### src/rtl/i2ctrf_pkg.sv
// ----------------------------------------------------------------------------
// i2ctrf_pkg: shared types and constants of the i2c target register file
// pin and result payloads, configuration bundle, bus phase codes
// ----------------------------------------------------------------------------
`default_nettype none

package i2ctrf_pkg;

    // register store geometry
    localparam int PTR_W       = 9;
    localparam int STORE_DEPTH = 1 << PTR_W;

    // configuration register indexes
    localparam int CFG_IDX_W = 2;
    localparam logic [CFG_IDX_W-1:0] CFG_DEV_ADDR_A = 2'd0;
    localparam logic [CFG_IDX_W-1:0] CFG_DEV_ADDR_B = 2'd1;
    localparam logic [CFG_IDX_W-1:0] CFG_TOUCH_IDX  = 2'd2;
    localparam logic [CFG_IDX_W-1:0] CFG_TOUCH_VAL  = 2'd3;
    localparam int CFG_DATA_W = 9;

    // configuration reset values
    localparam logic [6:0] DEV_ADDR_A_RST = 7'h14;
    localparam logic [6:0] DEV_ADDR_B_RST = 7'h5B;
    localparam logic [8:0] TOUCH_IDX_RST  = 9'h14E;
    localparam logic [7:0] TOUCH_VAL_RST  = 8'h81;

    // pin bit positions
    localparam int PIN_RST_BIT = 0;
    localparam int PIN_SDA_BIT = 2;
    localparam int PIN_SCL_BIT = 3;

    // bit phase codes
    localparam logic [2:0] BP_IDLE     = 3'd0;
    localparam logic [2:0] BP_RCV      = 3'd1;
    localparam logic [2:0] BP_SND      = 3'd2;
    localparam logic [2:0] BP_RCV_ACK  = 3'd3;
    localparam logic [2:0] BP_SND_ACK  = 3'd4;
    localparam logic [2:0] BP_SKIP_ACK = 3'd5;

    // transfer phase codes
    localparam logic [2:0] TP_ADDR   = 3'd0;
    localparam logic [2:0] TP_PTR_HI = 3'd1;
    localparam logic [2:0] TP_PTR_LO = 3'd2;
    localparam logic [2:0] TP_RX     = 3'd3;
    localparam logic [2:0] TP_TX     = 3'd4;

    typedef struct packed {
        logic [7:0] port_value;
        logic       touch_down;
    } pin_req_t;

    typedef struct packed {
        logic [7:0] port_out;
        logic [2:0] bus_phase;
    } res_t;

    typedef struct packed {
        logic [6:0] dev_addr_a;
        logic [6:0] dev_addr_b;
        logic [8:0] touch_idx;
        logic [7:0] touch_val;
    } cfg_t;

    // classified pin sample handed from front to back
    typedef struct packed {
        logic [7:0] port_value;
        logic       touch_down;
        logic       bus_en;
        logic       scl;
        logic       sda;
    } pin_cls_t;

endpackage

`default_nettype wire

### src/rtl/i2c_target_register_file_top.sv
// ----------------------------------------------------------------------------
// i2c_target_register_file_top: bit-level i2c target with a byte register file
// pin samples in, driven pin byte and bus phase out, four config registers
// ----------------------------------------------------------------------------
//
//   channel   handshake              payload
//   pin       pin_valid/pin_ready    pin (port_value, touch_down)
//   res       res_valid/res_ready    res (port_out, bus_phase)
//   cfg       cfg_valid/cfg_ready    cfg_index, cfg_data
//
// - one request per cycle sustained while results are taken; a result is
//   registered once its request at the head of the two-entry intake queue is consumed
// - the byte fetch for a read goes through the store's registered read port
//   and is folded into the shift byte by the following sample, so it adds no stall
// - after reset the 512-byte store is swept to zero, one byte a cycle;
//   pin_ready stays low meanwhile, config writes are taken
// - a stalled result holds in the output register while the queue keeps filling
// ----------------------------------------------------------------------------
`default_nettype none

module i2c_target_register_file_top (
    input  wire logic                                  clk,
    input  wire logic                                  rst_n,
    input  wire logic                                  pin_valid,
    output logic                                       pin_ready,
    input  wire i2ctrf_pkg::pin_req_t                  pin,
    output logic                                       res_valid,
    input  wire logic                                  res_ready,
    output i2ctrf_pkg::res_t                           res,
    input  wire logic                                  cfg_valid,
    output logic                                       cfg_ready,
    input  wire logic [i2ctrf_pkg::CFG_IDX_W-1:0]      cfg_index,
    input  wire logic [i2ctrf_pkg::CFG_DATA_W-1:0]     cfg_data
);
    import i2ctrf_pkg::*;

    // configuration registers
    cfg_t     cfg_reg;
    logic     clr_busy;

    // intake queue to engine
    logic     q_valid;
    logic     q_ready;
    pin_cls_t q_data;

    // config writes are always taken; the sender must issue them only while the
    // engine has nothing in flight, and the block itself does not enforce that
    assign cfg_ready = 1'b1;

    always_ff @(posedge clk or negedge rst_n)
    begin
        if (!rst_n)
        begin
            cfg_reg.dev_addr_a <= DEV_ADDR_A_RST;
            cfg_reg.dev_addr_b <= DEV_ADDR_B_RST;
            cfg_reg.touch_idx  <= TOUCH_IDX_RST;
            cfg_reg.touch_val  <= TOUCH_VAL_RST;
        end
        else if (cfg_valid && cfg_ready)
        begin
            case (cfg_index)
                CFG_DEV_ADDR_A: cfg_reg.dev_addr_a <= cfg_data[6:0];
                CFG_DEV_ADDR_B: cfg_reg.dev_addr_b <= cfg_data[6:0];
                CFG_TOUCH_IDX:  cfg_reg.touch_idx  <= cfg_data[8:0];
                CFG_TOUCH_VAL:  cfg_reg.touch_val  <= cfg_data[7:0];
                default:
                begin
                end
            endcase
        end
    end

    // front: accepts pin requests, splits out bus pins, queues them
    i2ctrf_front u_front (
        .clk       (clk),
        .rst_n     (rst_n),
        .pin_valid (pin_valid),
        .pin_ready (pin_ready),
        .pin       (pin),
        .clr_busy  (clr_busy),
        .q_valid   (q_valid),
        .q_ready   (q_ready),
        .q_data    (q_data)
    );

    // back: bus protocol engine, register store and result register
    i2ctrf_back u_back (
        .clk       (clk),
        .rst_n     (rst_n),
        .cfg       (cfg_reg),
        .q_valid   (q_valid),
        .q_ready   (q_ready),
        .q_data    (q_data),
        .clr_busy  (clr_busy),
        .res_valid (res_valid),
        .res_ready (res_ready),
        .res       (res)
    );

endmodule

`default_nettype wire

### src/rtl/i2ctrf_front.sv
// ----------------------------------------------------------------------------
// i2ctrf_front: request intake
// takes pin requests, splits out the bus pins and holds them in a two-entry queue
// ----------------------------------------------------------------------------
`default_nettype none

module i2ctrf_front (
    input  wire logic                 clk,
    input  wire logic                 rst_n,
    input  wire logic                 pin_valid,
    output logic                      pin_ready,
    input  wire i2ctrf_pkg::pin_req_t pin,
    input  wire logic                 clr_busy,
    output logic                      q_valid,
    input  wire logic                 q_ready,
    output i2ctrf_pkg::pin_cls_t      q_data
);
    import i2ctrf_pkg::*;

    pin_cls_t   slot_reg [2];
    logic       wr_ptr_reg;
    logic       wr_ptr_next;
    logic       rd_ptr_reg;
    logic       rd_ptr_next;
    logic [1:0] count_reg;
    logic [1:0] count_next;
    logic       push;
    logic       pop;
    pin_cls_t   cls;

    // classify the pin byte
    always_comb
    begin
        cls.port_value = pin.port_value;
        cls.touch_down = pin.touch_down;
        cls.bus_en     = pin.port_value[PIN_RST_BIT];
        cls.scl        = pin.port_value[PIN_SCL_BIT];
        cls.sda        = pin.port_value[PIN_SDA_BIT];
    end

    assign pin_ready = (count_reg != 2'd2) && !clr_busy;
    assign push      = pin_valid && pin_ready;
    assign q_valid   = (count_reg != 2'd0);
    assign pop       = q_valid && q_ready;
    assign q_data    = slot_reg[rd_ptr_reg];

    always_comb
    begin
        wr_ptr_next = push ? !wr_ptr_reg : wr_ptr_reg;
        rd_ptr_next = pop ? !rd_ptr_reg : rd_ptr_reg;
        count_next  = count_reg + {1'b0, push} - {1'b0, pop};
    end

    always_ff @(posedge clk or negedge rst_n)
    begin
        if (!rst_n)
        begin
            wr_ptr_reg <= 1'b0;
            rd_ptr_reg <= 1'b0;
            count_reg  <= 2'd0;
        end
        else
        begin
            wr_ptr_reg <= wr_ptr_next;
            rd_ptr_reg <= rd_ptr_next;
            count_reg  <= count_next;
        end
    end

    always_ff @(posedge clk)
    begin
        if (push)
        begin
            slot_reg[wr_ptr_reg] <= cls;
        end
    end

endmodule

`default_nettype wire

### src/rtl/i2ctrf_back.sv
// ----------------------------------------------------------------------------
// i2ctrf_back: bus engine and register store
// decodes scl/sda events per sample, runs the byte protocol, owns the store
// ----------------------------------------------------------------------------
`default_nettype none

module i2ctrf_back (
    input  wire logic                 clk,
    input  wire logic                 rst_n,
    input  wire i2ctrf_pkg::cfg_t     cfg,
    input  wire logic                 q_valid,
    output logic                      q_ready,
    input  wire i2ctrf_pkg::pin_cls_t q_data,
    output logic                      clr_busy,
    output logic                      res_valid,
    input  wire logic                 res_ready,
    output i2ctrf_pkg::res_t          res
);
    import i2ctrf_pkg::*;

    logic [7:0]       store [STORE_DEPTH];
    logic [7:0]       mem_q_reg;

    logic [2:0]       bp_reg, bp_next;
    logic [2:0]       tp_reg, tp_next;
    logic [7:0]       shift_reg, shift_next;
    logic [3:0]       cnt_reg, cnt_next;
    logic [PTR_W-1:0] ptr_reg, ptr_next;
    logic [7:0]       prev_reg, prev_next;
    logic             load_pend_reg, load_pend_next;
    logic             clr_busy_reg;
    logic [PTR_W-1:0] clr_addr_reg;
    logic             res_valid_reg;
    res_t             res_reg;

    logic             fire;
    logic [7:0]       sh;
    logic [7:0]       p;
    logic [7:0]       b;
    logic [4:0]       cnt_inc;
    logic             step_we;
    logic [7:0]       step_wd;
    logic             mem_re;
    logic             mem_we;
    logic [PTR_W-1:0] mem_wa;
    logic [7:0]       mem_wd;
    logic             scl_rise;
    logic             touch_hit;

    assign fire      = q_valid && (!res_valid_reg || res_ready) && !clr_busy_reg;
    assign q_ready   = fire;
    assign clr_busy  = clr_busy_reg;
    assign res_valid = res_valid_reg;
    assign res       = res_reg;

    // a byte fetched by the previous sample lands here
    assign sh        = load_pend_reg ? mem_q_reg : shift_reg;
    assign cnt_inc   = {1'b0, cnt_reg} + 5'd1;
    assign scl_rise  = q_data.scl && !prev_reg[PIN_SCL_BIT];
    assign touch_hit = (ptr_reg == cfg.touch_idx);

    always_comb
    begin
        bp_next        = bp_reg;
        tp_next        = tp_reg;
        shift_next     = sh;
        cnt_next       = cnt_reg;
        ptr_next       = ptr_reg;
        load_pend_next = 1'b0;
        step_we        = 1'b0;
        step_wd        = 8'h00;
        mem_re         = 1'b0;
        p              = q_data.port_value;
        b              = {sh[6:0], q_data.sda};

        if (q_data.bus_en)
        begin
            if (scl_rise)
            begin
                case (bp_reg)
                    BP_SND:
                    begin
                        p[PIN_SDA_BIT] = sh[7];
                        shift_next     = {sh[6:0], 1'b0};
                        cnt_next       = cnt_inc[3:0];
                        if (cnt_inc >= 5'd8)
                        begin
                            bp_next        = BP_RCV_ACK;
                            mem_re         = 1'b1;
                            load_pend_next = 1'b1;
                            cnt_next       = 4'd0;
                            ptr_next       = ptr_reg + 1'b1;
                        end
                    end
                    BP_RCV:
                    begin
                        shift_next = b;
                        cnt_next   = cnt_inc[3:0];
                        if (cnt_inc >= 5'd8)
                        begin
                            case (tp_reg)
                                TP_ADDR:
                                begin
                                    if (b[7:1] == cfg.dev_addr_a || b[7:1] == cfg.dev_addr_b)
                                    begin
                                        tp_next = b[0] ? TP_TX : TP_PTR_HI;
                                        bp_next = BP_SND_ACK;
                                    end
                                    else
                                    begin
                                        bp_next = BP_SKIP_ACK;
                                    end
                                end
                                TP_PTR_HI:
                                begin
                                    // only bit 0 of the high byte survives, as pointer bit 8
                                    ptr_next = PTR_W'({b[0], 8'h00});
                                    tp_next  = TP_PTR_LO;
                                    bp_next  = BP_SND_ACK;
                                end
                                TP_PTR_LO:
                                begin
                                    ptr_next = ptr_reg | PTR_W'(b);
                                    tp_next  = TP_RX;
                                    bp_next  = BP_SND_ACK;
                                end
                                TP_RX:
                                begin
                                    step_we  = 1'b1;
                                    step_wd  = b;
                                    ptr_next = ptr_reg + 1'b1;
                                    bp_next  = BP_SND_ACK;
                                end
                                default:
                                begin
                                    // byte while sending data is dropped
                                end
                            endcase
                            shift_next = 8'h00;
                            cnt_next   = 4'd0;
                        end
                    end
                    BP_SND_ACK:
                    begin
                        p[PIN_SDA_BIT] = 1'b1;
                        if (tp_reg == TP_TX)
                        begin
                            if (touch_hit)
                            begin
                                step_we    = 1'b1;
                                step_wd    = q_data.touch_down ? cfg.touch_val : 8'h00;
                                shift_next = step_wd;
                            end
                            else
                            begin
                                mem_re         = 1'b1;
                                load_pend_next = 1'b1;
                            end
                            ptr_next = ptr_reg + 1'b1;
                            bp_next  = BP_SND;
                        end
                        else
                        begin
                            bp_next = BP_RCV;
                        end
                    end
                    BP_RCV_ACK:
                    begin
                        bp_next = BP_SND;
                    end
                    default:
                    begin
                        bp_next = BP_IDLE;
                    end
                endcase
            end
            else if (q_data.sda != prev_reg[PIN_SDA_BIT] && q_data.scl)
            begin
                if (q_data.sda)
                begin
                    // stop
                    bp_next = BP_IDLE;
                end
                else
                begin
                    // start
                    shift_next = 8'h00;
                    cnt_next   = 4'd0;
                    bp_next    = BP_RCV;
                    tp_next    = TP_ADDR;
                end
            end
        end
        prev_next = p;
    end

    // single write port shared with the clearing sweep
    assign mem_we = clr_busy_reg || (fire && step_we);
    assign mem_wa = clr_busy_reg ? clr_addr_reg : ptr_reg;
    assign mem_wd = clr_busy_reg ? 8'h00 : step_wd;

    always_ff @(posedge clk)
    begin
        if (mem_we)
        begin
            store[mem_wa] <= mem_wd;
        end
        if (fire && mem_re)
        begin
            mem_q_reg <= store[ptr_reg];
        end
    end

    always_ff @(posedge clk or negedge rst_n)
    begin
        if (!rst_n)
        begin
            bp_reg        <= BP_IDLE;
            tp_reg        <= TP_ADDR;
            shift_reg     <= 8'h00;
            cnt_reg       <= 4'd0;
            ptr_reg       <= '0;
            prev_reg      <= 8'h00;
            load_pend_reg <= 1'b0;
            clr_busy_reg  <= 1'b1;
            clr_addr_reg  <= '0;
            res_valid_reg <= 1'b0;
        end
        else
        begin
            if (clr_busy_reg)
            begin
                clr_addr_reg <= clr_addr_reg + 1'b1;
                if (clr_addr_reg == {PTR_W{1'b1}})
                begin
                    clr_busy_reg <= 1'b0;
                end
            end
            if (fire)
            begin
                bp_reg        <= bp_next;
                tp_reg        <= tp_next;
                shift_reg     <= shift_next;
                cnt_reg       <= cnt_next;
                ptr_reg       <= ptr_next;
                prev_reg      <= prev_next;
                load_pend_reg <= load_pend_next;
                res_valid_reg <= 1'b1;
            end
            else if (res_ready)
            begin
                res_valid_reg <= 1'b0;
            end
        end
    end

    always_ff @(posedge clk)
    begin
        if (fire)
        begin
            res_reg.port_out  <= prev_next;
            res_reg.bus_phase <= bp_next;
        end
    end

`ifndef SYNTHESIS
    a_no_step_while_clearing : assert property (@(posedge clk) disable iff (!rst_n)
        clr_busy_reg |-> !fire)
        else $error("sample consumed during store clearing");

    a_load_only_before_send : assert property (@(posedge clk) disable iff (!rst_n)
        load_pend_reg |-> (bp_reg == BP_RCV_ACK || bp_reg == BP_SND))
        else $error("pending byte fetch outside a send phase");

    a_bit_count_range : assert property (@(posedge clk) disable iff (!rst_n)
        cnt_reg < 4'd8)
        else $error("bit count past a full byte");

    a_step_gives_result : assert property (@(posedge clk) disable iff (!rst_n)
        fire |=> res_valid_reg)
        else $error("consumed sample produced no result");
`endif

endmodule

`default_nettype wire

### config.mk
export PLATFORM = sky130hd
export DESIGN_NAME = i2c_target_register_file_top
export DESIGN_NICKNAME = d
export VERILOG_FILES = /design/src/rtl/i2ctrf_pkg.sv /design/src/rtl/i2c_target_register_file_top.sv /design/src/rtl/i2ctrf_front.sv /design/src/rtl/i2ctrf_back.sv
export SDC_FILE = /design/constraint.sdc
export NUM_CORES = 2
export LEC_CHECK = 0
export BUFFER_PORTS_ARGS = -buffer_cell sky130_fd_sc_hd__buf_2
export CORE_MARGIN = 8
export CORE_UTILIZATION = 52
export CTS_CLUSTER_DIAMETER = 120
export CTS_CLUSTER_SIZE = 40
export DETAILED_ROUTE_END_ITERATION = 7
export PLACE_DENSITY = 0.67
export SLEW_MARGIN = 20
export SYNTH_ARGS = -nofsm -noshare
export SYNTH_HDL_FRONTEND = slang
export SYNTH_MEMORY_MAX_BITS = 65536
export SYNTH_SLANG_ARGS = --single-unit
### constraint.sdc
create_clock -name clk -period 36.3 [get_ports clk]
set_clock_uncertainty 0.15 [all_clocks]
set_input_delay 1.815 -clock clk [delete_from_list [all_inputs] [get_ports clk]]
set_output_delay 1.815 -clock clk [all_outputs]
set_load 0.02 [all_outputs]
==> impl_metrics.sql <==
INSERT INTO impl_metrics (metric_group, metric, value, unit) VALUES
('status', 'run_status', 'completed', ''),
('cells_and_area', 'drive_above_1_share', '16.0', '%'),
('placement', 'gp_routability_congestion', '0.883', ''),
('sta', 'final_max_slew_viol_count', '0', ''),
('cells_and_area', 'final_cell_mix', 'edfxtp_1 (4133), mux4_2 (756), mux2i_1 (654), nor2_1 (573), a22oi_1 (256)', ''),
('sta', 'fin_crit_sh', '19.8', '%'),
('cells_and_area', 'synthToLayoutAreaGrowth', '4.92', '%'),
('clock_tree', 'post_cts_resized', '0', ''),
('pwr', 'p_sw', '1.47', 'mW'),
('pwr', 'power.combinational.fraction', '2.0', '%'),
('clock_tree', 'clock_latency', '970', 'ps'),
('route', 'initialDrtViolationCount', '11100', ''),
('placement', 'post-dp-hpwl', '263000', 'um'),
('logic_synthesis', 'synthFlopType', 'edfxtp_1', ''),
('grt', 'antenna_found_initial', '16', ''),
('logic_synthesis', 'synth_area_per_cell', '19.9', 'sq um'),
('worst_setup_path', 'path_cells', 'buf_4 -> buf_4 -> buf_4 -> buf_4 -> buf_4 -> mux4_2 -> mux2_2 -> o22ai_1 -> a2111oi_1 -> buf_4 -> a2111oi_1 -> buf_4 -> o21ai_1 -> and4_1', ''),
('route', 'drtAntennaViolNets', '0', ''),
('route', 'dr.pass1.iters', '8', ''),
('worst_hold_path', 'worst_hold_path.num_cells', '1', ''),
('clock_tree', 'clkTransAtPathRegs', '150', 'ps'),
('sta', 'fin_setup_tns', '0', 'ps'),
('route', 'routed_wl', '429000', 'um'),
('pwr', 'internal_power', '5.97', 'mW'),
('sta', 'timing.final.crit_period', '7170', 'ps'),
('floorplan', 'start_util', '52.3', '%'),
('worst_setup_path', 'critical_path_cell_count', '14', ''),
('worst_setup_path', 'crit_family', 'buffers and inverters', ''),
('logic_synthesis', 'ys_seq_elements', '4209', ''),
('floorplan', 'placeableCoreArea', '0.315', 'sq mm'),
('worst_setup_path', 'crit_path_max_incr_delay', '840', 'ps'),
('logic_synthesis', 'syn_area', '0.165', 'sq mm'),
('sta', 'hold_viol', '0', ''),
('clock_tree', 'ctsHtreeMaxLevel', '3', ''),
('worst_setup_path', 'timing.critical_path.to_type', 'register', ''),
('worst_setup_path', 'r2r_setup_slack', '29130', 'ps'),
('logic_synthesis', 'number_of_cells_produced_by_synthesis', '8284', ''),
('pwr', 'power.share.clock', '26.7', '%'),
('clock_tree', 'tritoncts.num_buffers', '121', ''),
('worst_hold_path', 'hold_class', 'reg2reg', ''),
('job', 'timing.max_cap.violations', '0', ''),
('logic_synthesis', 'synth-warning-count', '0', ''),
('floorplan', 'die_x', '579', 'um'),
('pwr', 'sequentialPowerShare', '71.3', '%'),
('worst_setup_path', 'criticalPathCategory', 'reg2reg', ''),
('floorplan', 'rows', '206', ''),
('route', 'avgRoutedWirePerCell', '34.8', 'um'),
('floorplan', 'chipHeight', '579', 'um'),
('sta', 'max_slew_margin', '14.0', '%'),
('worst_setup_path', 'critical-path-slowest-cell', 'dfrtp_4', ''),
('worst_setup_path', 'critical_path_arrival', '7770', 'ps'),
('worst_setup_path', 'critical_path.most_common_cell', 'buf_4', ''),
('cells_and_area', 'largest_reg_flops', '4096', ''),
('placement', 'portBuffers', '37', ''),
('grt', 'globalRouteOverflowTotal', '0', ''),
('clock_tree', 'post-cts-setup-buffers', '0', ''),
('pwr', 'power.leakage', '59.0', 'nW'),
('grt', 'grt_first_pass_wirelength', '606000', 'um'),
('logic_synthesis', 'synth-async-reset-ratio', '1.81', '%'),
('worst_setup_path', 'reg2reg_depth', '14', ''),
('sta', 'rsz_0062_raised_after_global_routing', 'no', ''),
('sta', 'fmax', '0.139', 'GHz'),
('pwr', 'p_per_area', '43.0', 'mW/mm^2'),
('clock_tree', 'numClockSinks', '4209', ''),
('sta', 'timing.final.setup_violations', '0', ''),
('worst_setup_path', 'timing.critical_path.required', '36900', 'ps'),
('logic_synthesis', 'ys_seq_area_share', '76.5', '%'),
('logic_synthesis', 'synth_edf_count', '4133', ''),
('clock_tree', 'cts_hold_repair.buffers', '0', ''),
('worst_setup_path', 'critical_path_buffers_and_inverters', '7', ''),
('floorplan', 'io-pin-count', '39', '');
routing by layer:
| metal | global-route usage [%] | routed length, um |
|---|---|---|
| met1 | 34.9 | 165000 |
| met2 | 39.4 | 200000 |
| met3 | 5.23 | 43400 |
| met4 | 9.94 | 20200 |
| met5 | 0 | 91 |
cell families after synthesis:
| logic type | count (synthesis) | share of synthesized area, % |
|---|---|---|
| compound gates | 837 | 3.58 |
| xor+xnor | 36 | 0.191 |
| fa+ha+maj | 7 | 0.0531 |
| buf+inv | 526 | 1.79 |
| flops | 4209 | 76.5 |
| mux | 1474 | 14.7 |
| other cells | 1 | 0.00228 |
| simple gates | 1194 | 3.19 |
final cells by class:
type                            instances  area (sq um)
Multi-Input combinational cell       3549         36400
Clock buffer                          133          3090
Inverter                               15          57.6
Fill cell                           23500        142000
Sequential cell                      4209        126000
Timing Repair Buffer                  233          1870
Tap cell                             4160          5200
Antenna cell                            9          22.5
Clock inverter                         17           201
synthesized netlist by cell type, types with 58 or more instances:
cell type  instances  area share [%]
nor3_1            60            0.18
buf_6             58            0.40
clkbuf_1         212            0.48
edfxtp_1        4133              75
nor2_1           591             1.3
mux2_2            64            0.44
o21ai_0           68            0.21
dfrtp_1           61            0.93
mux2i_1          654             4.0
a22oi_1          256             1.2
nand3_1          116            0.35
nand2_1          246            0.56
buf_4             80            0.36
mux4_2           756              10
o22ai_1          145            0.55
buf_2            124            0.38
a21oi_1           92            0.28
worst paths after layout:
path	from	to
worst min register to register	u_back.cnt_reg[2]$_DFFE_PN0P_	u_back.cnt_reg[2]$_DFFE_PN0P_
max in group asynchronous	rst_n	u_back.ptr_reg[3]$_DFFE_PN0P_
min in group asynchronous	rst_n	cfg_reg[27]$_DFFE_PN0P_
worst max register to register	u_back.ptr_reg[0]$_DFFE_PN0P_	u_back.mem_q_reg[5]$_DFFE_PP_
worst min-delay path	u_back.cnt_reg[2]$_DFFE_PN0P_	u_back.cnt_reg[2]$_DFFE_PN0P_
worst max-delay path	u_back.ptr_reg[0]$_DFFE_PN0P_	u_back.mem_q_reg[5]$_DFFE_PP_
per-stage QoR:
stage / instances / total power [mW] / util (%) / area (sq um) / hold WS (ps)
floorplan: 8284 / 5.51 / - / 165000 / 306
global placement: 12200 / 5.56 / 53.7 / 169000 / 325
detailed placement: 12200 / 5.56 / 53.8 / 170000 / 340
CTS: 12300 / 7.45 / 54.8 / 173000 / 358
global route: 12300 / 7.60 / 54.9 / 173000 / 391
finish: 12300 / 7.44 / 54.9 / 173000 / 350
power groups by stage:
stage               combinational, mW  clock (mW)  sequential (mW)
floorplan                       0.107           0             5.41
detailed placement              0.150           0             5.41
finish                          0.152        1.99             5.30
global route                    0.167        2.13             5.31
CTS                             0.151        2.00             5.30
global placement                0.147           0             5.41
(Power assumes the default switching activity.)
